$ cat src/pgd_div.sv
// Pipelined restoring divider, one quotient bit per stage, with a side payload.
module pgd_div #(
  parameter int NUM_W = 32,
  parameter int DEN_W = 16,
  parameter int PAY_W = 1
) (
  input  logic             clk,
  input  logic             rst,
  input  logic             en,
  input  logic             in_valid,
  input  logic [NUM_W-1:0] num,
  input  logic [DEN_W-1:0] den,
  input  logic [PAY_W-1:0] pay_in,
  output logic             out_valid,
  output logic [NUM_W-1:0] quo,
  output logic [PAY_W-1:0] pay_out
);

  // Per stage: partial remainder, numerator bits shifting out while quotient bits shift in.
  logic             vld [0:NUM_W];
  logic [DEN_W-1:0] rem [0:NUM_W];
  logic [NUM_W-1:0] nq  [0:NUM_W];
  logic [DEN_W-1:0] dv  [0:NUM_W];
  logic [PAY_W-1:0] pay [0:NUM_W];

  assign vld[0] = in_valid;
  assign rem[0] = '0;
  assign nq[0]  = num;
  assign dv[0]  = den;
  assign pay[0] = pay_in;

  for (genvar k = 0; k < NUM_W; k++) begin : g_stage
    logic [DEN_W:0]   trial;
    logic [DEN_W:0]   diff;
    logic             ge;
    logic [DEN_W-1:0] rem_next;

    // One compare and subtract per stage.
    always_comb begin
      trial    = {rem[k], nq[k][NUM_W-1]};
      diff     = trial - {1'b0, dv[k]};
      ge       = (trial >= {1'b0, dv[k]});
      rem_next = ge ? diff[DEN_W-1:0] : trial[DEN_W-1:0];
    end

    always_ff @(posedge clk) begin
      if (rst) begin
        vld[k+1] <= 1'b0;
      end else if (en) begin
        vld[k+1] <= vld[k];
      end
    end

    always_ff @(posedge clk) begin
      if (en) begin
        rem[k+1] <= rem_next;
        nq[k+1]  <= {nq[k][NUM_W-2:0], ge};
        dv[k+1]  <= dv[k];
        pay[k+1] <= pay[k];
      end
    end
  end

  assign out_valid = vld[NUM_W];
  assign quo       = nq[NUM_W];
  assign pay_out   = pay[NUM_W];

endmodule

$ cat config.mk
export PLATFORM = sky130hd
export DESIGN_NAME = pgd_div
export DESIGN_NICKNAME = d
export VERILOG_FILES = /design/src/pgd_div.sv
export SDC_FILE = /design/constraint.sdc
export NUM_CORES = 2
export LEC_CHECK = 0
export ABC_AREA = 0
export ABC_CLOCK_PERIOD_IN_PS = 5450
export BUFFER_PORTS_ARGS = -buffer_cell sky130_fd_sc_hd__buf_4
export CELL_PAD_IN_SITES_DETAIL_PLACEMENT = 0
export CELL_PAD_IN_SITES_GLOBAL_PLACEMENT = 1
export CORE_MARGIN = 1.5
export CORE_UTILIZATION = 52
export DETAILED_ROUTE_END_ITERATION = 6
export GPL_ROUTABILITY_DRIVEN = 0
export PLACE_DENSITY_LB_ADDON = 0.1
export SLEW_MARGIN = 20
export SYNTH_ARGS = -nofsm -noshare
export SYNTH_HDL_FRONTEND = slang
export SYNTH_SLANG_ARGS = --single-unit
$ cat constraint.sdc
create_clock -name clk -period 5.45 [get_ports clk]
set_input_delay 0 -clock clk [delete_from_list [all_inputs] [get_ports clk]]
set_output_delay 0 -clock clk [all_outputs]
set_load 0.02 [all_outputs]
Word-level counts from Yosys, hierarchy flattened --
Index checks and enable logic that the tools add are counted.
Word-level totals: bits in registers 2080
Operators by class: $add $sub $neg 31, order comparisons 32, muxes and demuxes 31
Operators with widths (number):
- $ge 17x16->1 | 31
- $mux 16 | 30
- $sub 16x16->16 | 30
- $ge 1x16->1 | 1
- $sub 1x16->16 | 1
- $mux 1 | 1

Longest topological paths before layout --
word-level depth 2, depth in mapped cells 13, mapped depth without buffers 12

Least setup slack after synthesis --
OpenSTA, ideal clock, no wires.
path kind reg-to-reg, from register dv[129] (netlist name), to register rem (netlist bit g_stage[25].trial[10]), data pin, library setup time 0.260 ns, arrival 2.981 ns, required time 5.190 ns, setup slack 2.209 ns, stages on the path, launching flop included 14, path buffers 2, period minus slack after synthesis 3.241 ns, cell sequence edfxtp_1 inv_1 ha_1 nor2b_4 o31a_1 or3_1 a21oi_2 a21oi_2 a221o_1 a41o_1 a211o_1 buf_6 buf_12 mux2_4
Between the ends: word-level cells in the longest chain between the ends 2, elaborated cells on any way between the ends 3
RTL lines:
- start: declaration | line 23 | logic [DEN_W-1:0] dv [0:NUM_W];
- start signal: indexed assignment | line 58 | dv[k+1] <= dv[k];
- $ge 17x16->1 | line 42 | ge = (trial >= {1'b0, dv[k]});
- named net g_stage[24].ge | line 35 | logic ge;
- $mux 16 | line 43 | rem_next = ge ? diff[DEN_W-1:0] : trial[DEN_W-1:0];
- named net g_stage[24].rem_next[9] | line 36 | logic [DEN_W-1:0] rem_next;
- end signal: indexed assignment | line 56 | rem[k+1] <= rem_next;
- end: declaration | line 21 | logic [DEN_W-1:0] rem [0:NUM_W];
The timed path passes the listed nets, and every way through them passes these cells. A chain may end at the register's enable or synchronous reset.

Worst setup path in the final report --
from register dv[449] (netlist name), to register rem (netlist bit g_stage[5].trial[11]), data pin
Between the ends: word-level cells in the longest chain between the ends 2, elaborated cells on any way between the ends 3
RTL lines (line):
- $ge 17x16->1 | 42
- named net g_stage[4].ge | 35
- $mux 16 | 43
- named net g_stage[4].rem_next[10] | 36
The timed path passes the listed nets, and every way through them passes these cells.

==> run_results.csv <==
group,metric,value,unit
setup_path,ff2ff_setup_slack,1.36,ns
die,die-area,179000,um^2
clock_tree,tritoncts,"yes",
clock_tree,post-cts-setup-buffer-count,0,
pwr,power_per_cell_area,541,nW/um^2
synth,yosys_warnings,0,
route,drtIter0Drc,3014,
synth,async_reset_ff_share,0,%
timing,fmax,244,MHz
clock_tree,cts_made_buffers,213,
place,io_buffers,86,
finish,seq_area,62100,um^2
place,place_inst,8729,
setup_path,startpoint,"dv[449]",
place,dp_hpwl,109000,um
finish,instances_no_fill,9233,
setup_path,cpLargestDelayFamily,"compound AO/OA/AOI/OAI gates",
pwr,ir_drop,348,uV
setup_path,crit_buf_inv,2,
die,die_h,423,um
finish,nFillCells,13600,
route,dr.pass1.iters,5,
setup_path,worstPathRequired,6.05,ns
setup_path,critPathLaunchType,"register",
timing,finalCritPeriodShare,75.1,%
timing,whs,0.0937,ns
global_route,grt_max_degree,185,
route,wl,160000,um
die,fp-row-count,153,
clock_tree,clock_path_buffers,3,
finish,multi_input_area,26400,um^2
timing,slew_viol_final,0,
timing,skew,0.0525,ns
finish,layout.nets,7305,
pwr,power,55.9,mW
finish,postLayoutCoreUtil,59.2,%
setup_path,path_max_fanout,28,
route,ant_nets,0,
synth,netlist_instances,6368,
route,vias,48859,
timing,setup_violations,0,
synth,synth_area_leaders,"edfxtp_1 (67%), ha_1 (6.8%), inv_1 (2.7%)",
setup_path,crit_end,"g_stage[5].trial[11]",
timing,layout_min_cycle_time,4.09,ns
finish,layout-drive-gt1-share,10.7,%
global_route,grt_usage,18.0,%
route,drc,0,
clock_tree,root_buffer,"clkbuf_16",
synth,synthFlopType,"edfxtp_1",
die,io_pins,87,
clock_tree,cts-resized-gates,0,
die,die_w,423,um
place,place_ws,1.50,ns
global_route,grt-ovfl-total,0,
pwr,leakage,39.9,nW
finish,area_growth,12.7,%
timing,rsz0062_at_grt,"no",
route,vias_per_cell,5.29,
synth,synth_top_cell_by_area,"edfxtp_1",
clock_tree,cts_hold_buf,105,
setup_path,crit_arrival,4.70,ns
timing,worstMarginPinSlew,1.06,ns
setup_path,cp_slowest_stage_delay,0.75,ns
finish,design_area,103000,um^2
synth,synth.distinct_cells,79,
global_route,grt_pass1_vias,48327,
synth,synth.net_count,6949,
synth,yosysSeqAreaShare,67.8,%
setup_path,r2r-start,"dv[449]",
place,place_area,95200,um^2
clock_tree,clk_pin_slew,0.06,ns
clock_tree,cts_max_level,4,
clock_tree,clock_latency,0.84,ns
timing,hold_viol,0,
setup_path,cp_num_cells,11,
synth,synth_top_area_share,67.1,%
timing,fin_ws,1.36,ns
synth,syn_area_per_cell,14.4,um^2
setup_path,endpoint_kind,"register",
setup_path,path_cells,"inv_1 > ha_1 > nor2b_1 > o21ai_0 > a21boi_0 > o41ai_1 > o21ai_0 > nor4_1 > o21a_1 > inv_1 > mux2_2",
route,wl_per_cell,17.3,um
timing,fin_setup_tns,0,ns
setup_path,worstSetupPathType,"register to register",
setup_path,reg2reg_depth,11,
job,maxCapViolCount,0,
timing,maxSlewHeadroom,28.7,%
setup_path,crit_slowest_cell,"o21a_1",
synth,synth-edff-count,2048,
global_route,grt_pass1_wl,258000,um
outcome,status,"finished, final reports clean",
synth,synth.cell_area,91600,um^2
setup_path,timing.rr.end,"g_stage[5].trial[11]",
die,start_util,52.5,%
clock_tree,cts_sinks,2080,
die,coreArea,174000,um^2
synth,ys_ff_latch,2080,
min_path,min_path_type,"input port to register",
global_route,antenna_found_initial,0,
-- tightest hold or removal path: stages --
cell,delay [ns]
dlygate4sd3_1,0.53
buf_4,0.23
nor2_1,0.12
-- synthesized netlist by cell type (all sizes together), types with 72 or more instances --
library cell,count
a21oi,270
inv,654
ha,498
xor2,132
nand4,75
mux2i,96
mux2,237
nor2b,72
a21o,104
nor2,307
edfxtp,2048
nand2,353
nor3,108
o21ai,319
xnor2,194
-- metal layers --
metal,global-route usage (%),vias up,part of all wire [%]
met3,2.82,253,3.7
met4,5.17,0,2.2
li1,-,24393,-
met2,29.5,751,48
met5,0,-,0
met1,24.9,23462,46
-- how the worst min path moves through the flow --
stage	startpoint	depth (start not counted)	to
finish	rst	3	out_valid
global route	rst	3	vld[2]
CTS	rst	3	vld[13]
detailed placement	num[24]	1	nq[1017]
global placement	num[23]	1	nq[1016]
floorplan	rst	1	out_valid
-- cell families (layout without fill, tap and decap cells) --
logic type               count (synthesis)  in the layout  share of synthesized area, %
AND/OR/NAND/NOR                       1221           1221                          6.47
XOR/XNOR                               326            326                          3.12
adder cells (fa/ha/maj)                528            528                          7.46
other                                    0              1                             0
AO/OA/AOI/OAI                         1118           1118                          7.72
multiplexers                           333            333                          4.05
flip-flops                            2080           2080                          67.8
buffers and inverters                  762           1301                          3.33
-- placed cells by master (no fill, tap or decap), drive strengths merged, types with 14 or more instances in the layout --
cell type and instances:
o21bai 32, dfxtp 32, a21boi 38, xor2 132
o21ai 319, nand4 75, xnor2 194, dlygate4sd3 105
o31a 26, inv 660, ha 498, fa 30
nor2b 72, mux2 237, o31ai 42, nand2 353
a211o 21, nor3 108, and3 14, nor4 38
a21oi 270, a31oi 45, clkbuf 248, nand3 69
mux2i 96, clkinv 111, or2 15, nor3b 19
a211oi 38, a21o 104, o21a 65, nor2 307
or3 22, nand2b 69, buf 144, o211ai 24
or4 16, bufinv 21, edfxtp 2048
-- flip-flops by register name, indices dropped and copies added (netlist names) --
register,count
nq,961
g_stage.trial,527
dv,496
quo,32
pay,31
vld,31
out_valid,1
pay_out,1
-- where the power goes --
| part | internal [mW] | total, mW | switching [mW] |
|---|---|---|---|
| clock network | 8.26 | 14.3 | 6.07 |
| registers | 21.7 | 23.2 | 1.54 |
| logic | 8.44 | 18.3 | 9.87 |
| total | 38.4 | 55.9 | 17.5 |
-- cell type report --
cell class	count	area share, %
clock buffers	248	5.33
well taps	2325	2.82
clock inverters	150	1.45
diodes	1	0.00242
inverters	654	2.38
multi-input cells	3526	25.6
flip-flops and latches	2080	60.2
repair buffers	249	2.24
Power figures use the tool's default switching activity.
