[src/pgd_pkg.sv]
// Shared constants, register indexes and widths for the pixel to ground distance block.
package pgd_pkg;

  // Field widths fixed by the register map and the result format.
  localparam int CFG_W   = 12;
  localparam int TILT_W  = 18;
  localparam int THR_W   = 16;
  localparam int DIST_W  = 24;
  localparam int IDX_W   = 3;
  localparam int DATA_W  = 18;
  localparam int SQ_W    = 2 * DIST_W + 2;

  localparam logic [DIST_W-1:0] DIST_MAX = '1;

  // Default design parameters.
  localparam int DEF_PIXEL_BITS = 12;
  localparam int DEF_FRAC_BITS  = 16;

  // Register indexes on the configuration channel.
  localparam logic [IDX_W-1:0] REG_FOCAL_X  = 3'd0;
  localparam logic [IDX_W-1:0] REG_FOCAL_Y  = 3'd1;
  localparam logic [IDX_W-1:0] REG_CENTRE_X = 3'd2;
  localparam logic [IDX_W-1:0] REG_CENTRE_Y = 3'd3;
  localparam logic [IDX_W-1:0] REG_HEIGHT   = 3'd4;
  localparam logic [IDX_W-1:0] REG_SIN_TILT = 3'd5;
  localparam logic [IDX_W-1:0] REG_COS_TILT = 3'd6;
  localparam logic [IDX_W-1:0] REG_DEN_THR  = 3'd7;

  // Reset values of the registers.
  localparam logic [CFG_W-1:0]  RST_FOCAL_X  = 12'd500;
  localparam logic [CFG_W-1:0]  RST_FOCAL_Y  = 12'd520;
  localparam logic [CFG_W-1:0]  RST_CENTRE_X = 12'd400;
  localparam logic [CFG_W-1:0]  RST_CENTRE_Y = 12'd300;
  localparam logic [CFG_W-1:0]  RST_HEIGHT   = 12'd210;
  localparam logic [TILT_W-1:0] RST_SIN_TILT = 18'd61584;
  localparam logic [TILT_W-1:0] RST_COS_TILT = 18'd22415;
  localparam logic [THR_W-1:0]  RST_DEN_THR  = 16'd1;

endpackage

[src/pgd_isqrt.sv]
// Pipelined integer square root, one root bit per stage, with a side payload.
module pgd_isqrt
  import pgd_pkg::*;
#(
  parameter int PAY_W = 2
) (
  input  logic                clk,
  input  logic                rst,
  input  logic                en,
  input  logic                in_valid,
  input  logic [SQ_W-1:0]     radicand,
  input  logic [PAY_W-1:0]    pay_in,
  output logic                out_valid,
  output logic [SQ_W/2-1:0]   root,
  output logic [SQ_W/2+1:0]   remainder,
  output logic [PAY_W-1:0]    pay_out
);

  localparam int R_W = SQ_W / 2;

  logic             vld [0:R_W];
  logic [R_W+1:0]   rem [0:R_W];
  logic [R_W-1:0]   rt  [0:R_W];
  logic [SQ_W-1:0]  rad [0:R_W];
  logic [PAY_W-1:0] pay [0:R_W];

  assign vld[0] = in_valid;
  assign rem[0] = '0;
  assign rt[0]  = '0;
  assign rad[0] = radicand;
  assign pay[0] = pay_in;

  for (genvar k = 0; k < R_W; k++) begin : g_stage
    logic [R_W+3:0] t;
    logic [R_W+3:0] trial;
    logic           ge;
    logic [R_W+3:0] diff;

    // Bring in two radicand bits and try the next root bit.
    always_comb begin
      t     = {rem[k], rad[k][SQ_W-1 -: 2]};
      trial = (R_W+4)'({rt[k], 2'b01});
      ge    = (t >= trial);
      diff  = t - trial;
    end

    always_ff @(posedge clk) begin
      if (rst) begin
        vld[k+1] <= 1'b0;
      end else if (en) begin
        vld[k+1] <= vld[k];
      end
    end

    always_ff @(posedge clk) begin
      if (en) begin
        rem[k+1] <= ge ? diff[R_W+1:0] : t[R_W+1:0];
        rt[k+1]  <= {rt[k][R_W-2:0], ge};
        rad[k+1] <= {rad[k][SQ_W-3:0], 2'b00};
        pay[k+1] <= pay[k];
      end
    end
  end

  assign out_valid = vld[R_W];
  assign root      = rt[R_W];
  assign remainder = rem[R_W];
  assign pay_out   = pay[R_W];

endmodule
[config.mk]
export PLATFORM = sky130hd
export DESIGN_NAME = pgd_isqrt
export DESIGN_NICKNAME = d
export VERILOG_FILES = /design/src/pgd_pkg.sv /design/src/pgd_isqrt.sv
export SDC_FILE = /design/constraint.sdc
export NUM_CORES = 2
export LEC_CHECK = 0
export ABC_AREA = 0
export BUFFER_PORTS_ARGS = -buffer_cell sky130_fd_sc_hd__clkbuf_2
export CAP_MARGIN = 30
export CORE_AREA = 2 2 412 414
export DETAILED_ROUTE_END_ITERATION = 8
export DIE_AREA = 0 0 414 416
export PLACE_DENSITY = 0.68
export RECOVER_POWER = 100
export SKIP_CTS_REPAIR_TIMING = 1
export SYNTH_ARGS = -nofsm -noshare
export SYNTH_HDL_FRONTEND = slang
export SYNTH_SLANG_ARGS = --single-unit
[constraint.sdc]
create_clock -name clk -period 5.7 [get_ports clk]
set_input_delay 0.285 -clock clk [delete_from_list [all_inputs] [get_ports clk]]
set_output_delay 0.285 -clock clk [all_outputs]
set_load 0.01 [all_outputs]
After elaboration in Yosys (flattened, before gate mapping)
Cells that the tools add are included.
Word-level totals
  flip-flop bits (word level): 1651
  logic and storage cells: 200
  output and inout bits: 55
Cells by class
  mux-type cells: 25
  order comparisons: 25
  add/subtract/negate cells: 25
Operator list (count)
  27-bit two-way mux: 24
  29-bit by 10-bit >= comparator with 1-bit output: 1
  29-bit by 11-bit >= comparator with 1-bit output: 1
  29-bit by 12-bit >= comparator with 1-bit output: 1
  29-bit by 13-bit >= comparator with 1-bit output: 1
  29-bit by 14-bit >= comparator with 1-bit output: 1
  29-bit by 15-bit >= comparator with 1-bit output: 1
  29-bit by 16-bit >= comparator with 1-bit output: 1
  29-bit by 17-bit >= comparator with 1-bit output: 1
  29-bit by 18-bit >= comparator with 1-bit output: 1
  29-bit by 19-bit >= comparator with 1-bit output: 1
  29-bit by 20-bit >= comparator with 1-bit output: 1
  29-bit by 21-bit >= comparator with 1-bit output: 1
  29-bit by 22-bit >= comparator with 1-bit output: 1
  29-bit by 23-bit >= comparator with 1-bit output: 1
  29-bit by 24-bit >= comparator with 1-bit output: 1
  29-bit by 25-bit >= comparator with 1-bit output: 1
  29-bit by 26-bit >= comparator with 1-bit output: 1
  29-bit by 3-bit >= comparator with 1-bit output: 1
  29-bit by 4-bit >= comparator with 1-bit output: 1
  29-bit by 5-bit >= comparator with 1-bit output: 1
  29-bit by 6-bit >= comparator with 1-bit output: 1
  29-bit by 7-bit >= comparator with 1-bit output: 1
  29-bit by 8-bit >= comparator with 1-bit output: 1
  28 further kinds: 28

Logic depth before layout (Yosys ltp)
  depth after elaboration: 2
  gate-level depth with buffers: 13
  mapped depth without buffers: 12

Worst setup path before layout
OpenSTA, ideal clock, no wires.
  path kind: reg-to-reg
  start: register rem, in the netlist g_stage[3].t[10]
  end: register rem, in the netlist g_stage[4].t[14], data pin
  period minus slack after synthesis: 3285 ps
  setup time: 271 ps
  arrival time: 3014 ps
  cell stages (with the launch flop): 10
  path buffers: 0
  slack: 2415 ps
  cell sequence: edfxtp_1 > or4_1 > or4_1 > or4_4 > nand3b_1 > a211oi_4 > a211o_2 > or2_2 > nor4_1 > xor2_1
Between the ends
  cells in the longest elaborated chain, start to end: 2
  elaborated cells between the ends (all ways): 3
  classes of those cells: 1 x add/sub; 1 x order compare; 1 x mux
RTL lines
  from (decl): line pgd_isqrt.sv:22  | logic [R_W+1:0] rem [0:R_W];
  from (signal, indexed assignment): line pgd_isqrt.sv:57  | rem[k+1] <= ge ? diff[R_W+1:0] : t[R_W+1:0];
  27-bit by 5-bit subtractor with 27-bit output / 29-bit by 5-bit >= comparator with 1-bit output (equally long branches): line pgd_isqrt.sv:44, pgd_isqrt.sv:43
  27-bit two-way mux (*): line pgd_isqrt.sv:57
Mark *: on every way between the ends. The rest lies on a longest branch, timed or not.
A chain may end at the register's enable or synchronous reset.

Final worst setup path
  start: register rem, in the netlist g_stage[21].t[2]
  end: register rem, in the netlist g_stage[22].t[26], data pin
Between the ends
  cells in the longest elaborated chain, start to end: 2
  elaborated cells between the ends (all ways): 3
  classes of those cells: 1 x add/sub; 1 x order compare; 1 x mux
RTL lines (line)
  27-bit by 23-bit subtractor with 27-bit output / 29-bit by 23-bit >= comparator with 1-bit output (equally long branches): pgd_isqrt.sv:44, pgd_isqrt.sv:43
  27-bit two-way mux (*): pgd_isqrt.sv:57
Marks and branches as above.

==> results.yml <==
clocking:
  cts.root.buffer_cell: "clkbuf_16"
  cts_tree: "done"
  htreeDepth: 4
  cts.clk_slew.worst_paths_ns: 0.06
  clockBufferDepth: 3
  clk_latency_ns: 0.80
  cts.sinks: 1638
  cts_inserted_buffers: 169
setup_path:
  crit_top_cell: "o21ai_0"
  worstPathMaxFanout: 21
  reg2reg_depth: 11
  rrSetupSlack_ns: 1.25
  cp_num_buf_inv: 1
  worstPathRequired_ns: 6.23
  cp_cell_sequence: "ha_1, o21a_1, nor4_1, a21oi_1, a221oi_1, o21ai_0, o21ai_0, clkbuf_1, a2111oi_0, or4b_2, nand4_1"
  cpLargestDelayFamily: "compound AO/OA/AOI/OAI gates"
  path_class: "reg -> reg"
  crit_path_max_incr_delay_ns: 0.89
  crit_arrival_ns: 4.98
  cp_slowest_cell: "clkbuf_1"
  critPathCaptureType: "flop"
  reg2reg_to: "g_stage[22].t[26]$_DFFE_PP_"
  r2r-start: "g_stage[21].t[2]$_DFFE_PP_"
  cp-start-kind: "flop"
grt:
  grt.overflow.total: 0
  grt_usage_pct: 15.9
  grt_first_pass_wirelength_mm: 223
  antenna_found_initial: 2
  grt_pass1_vias: 42600
  grt_start_max_net_pins: 189
power:
  ir_drop_v: 0.000327
  pwr_density_cell_mw_per_mm2: 389
  power.leakage_uw: 0.0320
final_layout:
  final_util_pct: 50.1
  area_delta_synth_final_pct: 12.1
  diodes: 0
  drive_above_1_share_pct: 6.16
  fin_nets: 6459
sta:
  drv_slew: 648
  layout_min_cycle_time_ns: 4.45
  finClkSkew_ns: 0.0429
  finalHoldViolCount: 0
  fmax_mhz: 225
  rsz0062_at_grt: "no"
  timing.final.crit_share_pct: 78.1
  setup_tns_ns: 0
  worst_pin_slew_ns: 3.81
  finalSetupViolations: 0
  relSlewSlack_pct: -154
logic_synthesis:
  synth-edff-count: 1613
  yosys_most_used_dff: "edfxtp_1"
  synth_common_cells: "edfxtp_1, inv_1, nor2_1"
  synth_area_leader_cell: "edfxtp_1"
  synth_top_area_share_pct: 64.4
  syn_avg_cell_area_um2: 13.0
  synthCells: 5777
  syn_area_mm2: 0.0752
  synth_nets: 6187
  yosys-top-cells-area: "edfxtp_1, ha_1, xnor2_1, xor2_1, a21oi_1"
  synth_cell_types: 84
  ys_seq_elements: 1638
  ys_seq_area_share_pct: 65.1
  synth.most_common_cell: "edfxtp_1"
  ys_warn_count: 0
  synth-async-reset-ratio_pct: 0
hold_path:
  hold_path_depth: 2
  min-delay-start: "radicand[37]"
  hp-class: "in -> reg"
  min_to: "rad[1239]$_DFFE_PP_"
route:
  viasPerCell: 5.25
  dr.pass1.iters: 8
  wl_per_cell_um: 16.4
  wirelength_mm: 138
  ant_nets: 0
  remaining_drc_errors: 0
  drt-initial-drc-count: 3563
  route.vias.total: 44100
floorplan:
  core_area_mm2: 0.168
  rows: 151
  die_area_mm2: 0.172
  die_h_um: 416
  pin_count: 111
  start_util_pct: 44.7
  fp.dieW_um: 414
run:
  maxCapViolCount: 11
placed_design:
  portBuffers: 110
  hpwl_mm: 96.5
  place_congestion: 0.913
status:
  status: "finished with violations"
  violations: "capacitance limit, slew limit"
-- state kept, by name (all words and copies together), names as in the netlist --
register	flops
pay	48
root	25
pay_out	2
g_stage.trial	300
rad	552
remainder	27
out_valid	1
g_stage.t	659
vld	24
-- metrics by stage --
step / std cells / hold WS, ns / setup slack (ns) / instance area, um2 / power, uW
global placement: 8038 / 0.400 / 1.63 / 78500 / 22200
floorplan: 5777 / 0.384 / 2.41 / 75200 / 20400
CTS: 8349 / -0.434 / 1.57 / 83900 / 33100
finish: 8407 / 0.199 / 1.25 / 84300 / 32800
global route: 8407 / 0.150 / 0.704 / 84300 / 34400
detailed placement: 8038 / 0.405 / 1.59 / 78500 / 22300
-- worst max path at each step --
| stage | cells after the start | start | end | slack (ns) |
|---|---|---|---|---|
| floorplan | 9 | g_stage[3].t[10]$_DFFE_PP_ | g_stage[4].t[14]$_DFFE_PP_ | 2.41 |
| global placement | 11 | g_stage[21].t[2]$_DFFE_PP_ | g_stage[22].t[27]$_DFFE_PP_ | 1.63 |
| detailed placement | 11 | g_stage[21].t[2]$_DFFE_PP_ | g_stage[22].t[27]$_DFFE_PP_ | 1.59 |
| CTS | 11 | g_stage[21].t[2]$_DFFE_PP_ | g_stage[22].t[27]$_DFFE_PP_ | 1.57 |
| global route | 2 | en | rad[983]$_DFFE_PP_ | 0.70 |
| finish | 11 | g_stage[21].t[2]$_DFFE_PP_ | g_stage[22].t[26]$_DFFE_PP_ | 1.25 |
-- area by class of cell --
type | count | area [um2]
Inverter | 457 | 1720
Multi-Input combinational cell | 3582 | 24200
Tap cell | 2218 | 2780
Timing Repair Buffer | 201 | 1300
Clock inverter | 113 | 1000
Sequential cell | 1638 | 48900
Clock buffer | 198 | 4400
Fill cell | 14300 | 83900
-- worst reg2reg max path, cell delays in order (launching register included) --
cell and delay, ns:
edfxtp_1 0.40, ha_1 0.36, o21a_1 0.14, nor4_1 0.19, a21oi_1 0.15, a221oi_1 0.80, o21ai_0 0.26, o21ai_0 0.32
clkbuf_1 0.89, a2111oi_0 0.31, or4b_2 0.30, nand4_1 0.08
-- power by group --
part / switching (uW) / internal [uW]
clock: 4530 / 6140
sequential: 905 / 15100
combinational: 3490 / 2570
total: 8930 / 23800
-- routing by layer --
layer,up-vias,routed length (um),GRT usage (%)
met5,-,0,0
met1,21000,64300,22.3
li1,21900,-,-
met4,0,3570,5.15
met2,1005,63000,25.0
met3,238,7080,2.92
-- layout by cell type, fill, tap and decap left out, types with 89 or more instances in the layout --
cell / synthesis / routed
a21o_1: 127 / 127
a21oi_1: 368 / 368
clkbuf_1: 92 / 105
clkbuf_16: 0 / 172
edfxtp_1: 1613 / 1613
ha_1: 354 / 354
inv_1: 453 / 453
nand2_1: 383 / 383
nand3_1: 98 / 98
nor2_1: 406 / 406
nor3_1: 138 / 139
nor4_1: 90 / 89
o21ai_0: 271 / 274
xnor2_1: 258 / 258
xor2_1: 256 / 256
-- cells by family after synthesis --
group | Yosys count | share of synthesized area (%)
AO/OA/AOI/OAI | 1133 | 9.39
AND/OR/NAND/NOR | 1490 | 9.59
flip-flops | 1638 | 65.1
adder cells (fa/ha/maj) | 354 | 5.89
XOR/XNOR | 514 | 5.99
buffers and inverters | 557 | 2.79
multiplexers | 90 | 1.29
other | 1 | 0.00499
Note: power is estimated with default switching activity, not from simulation.
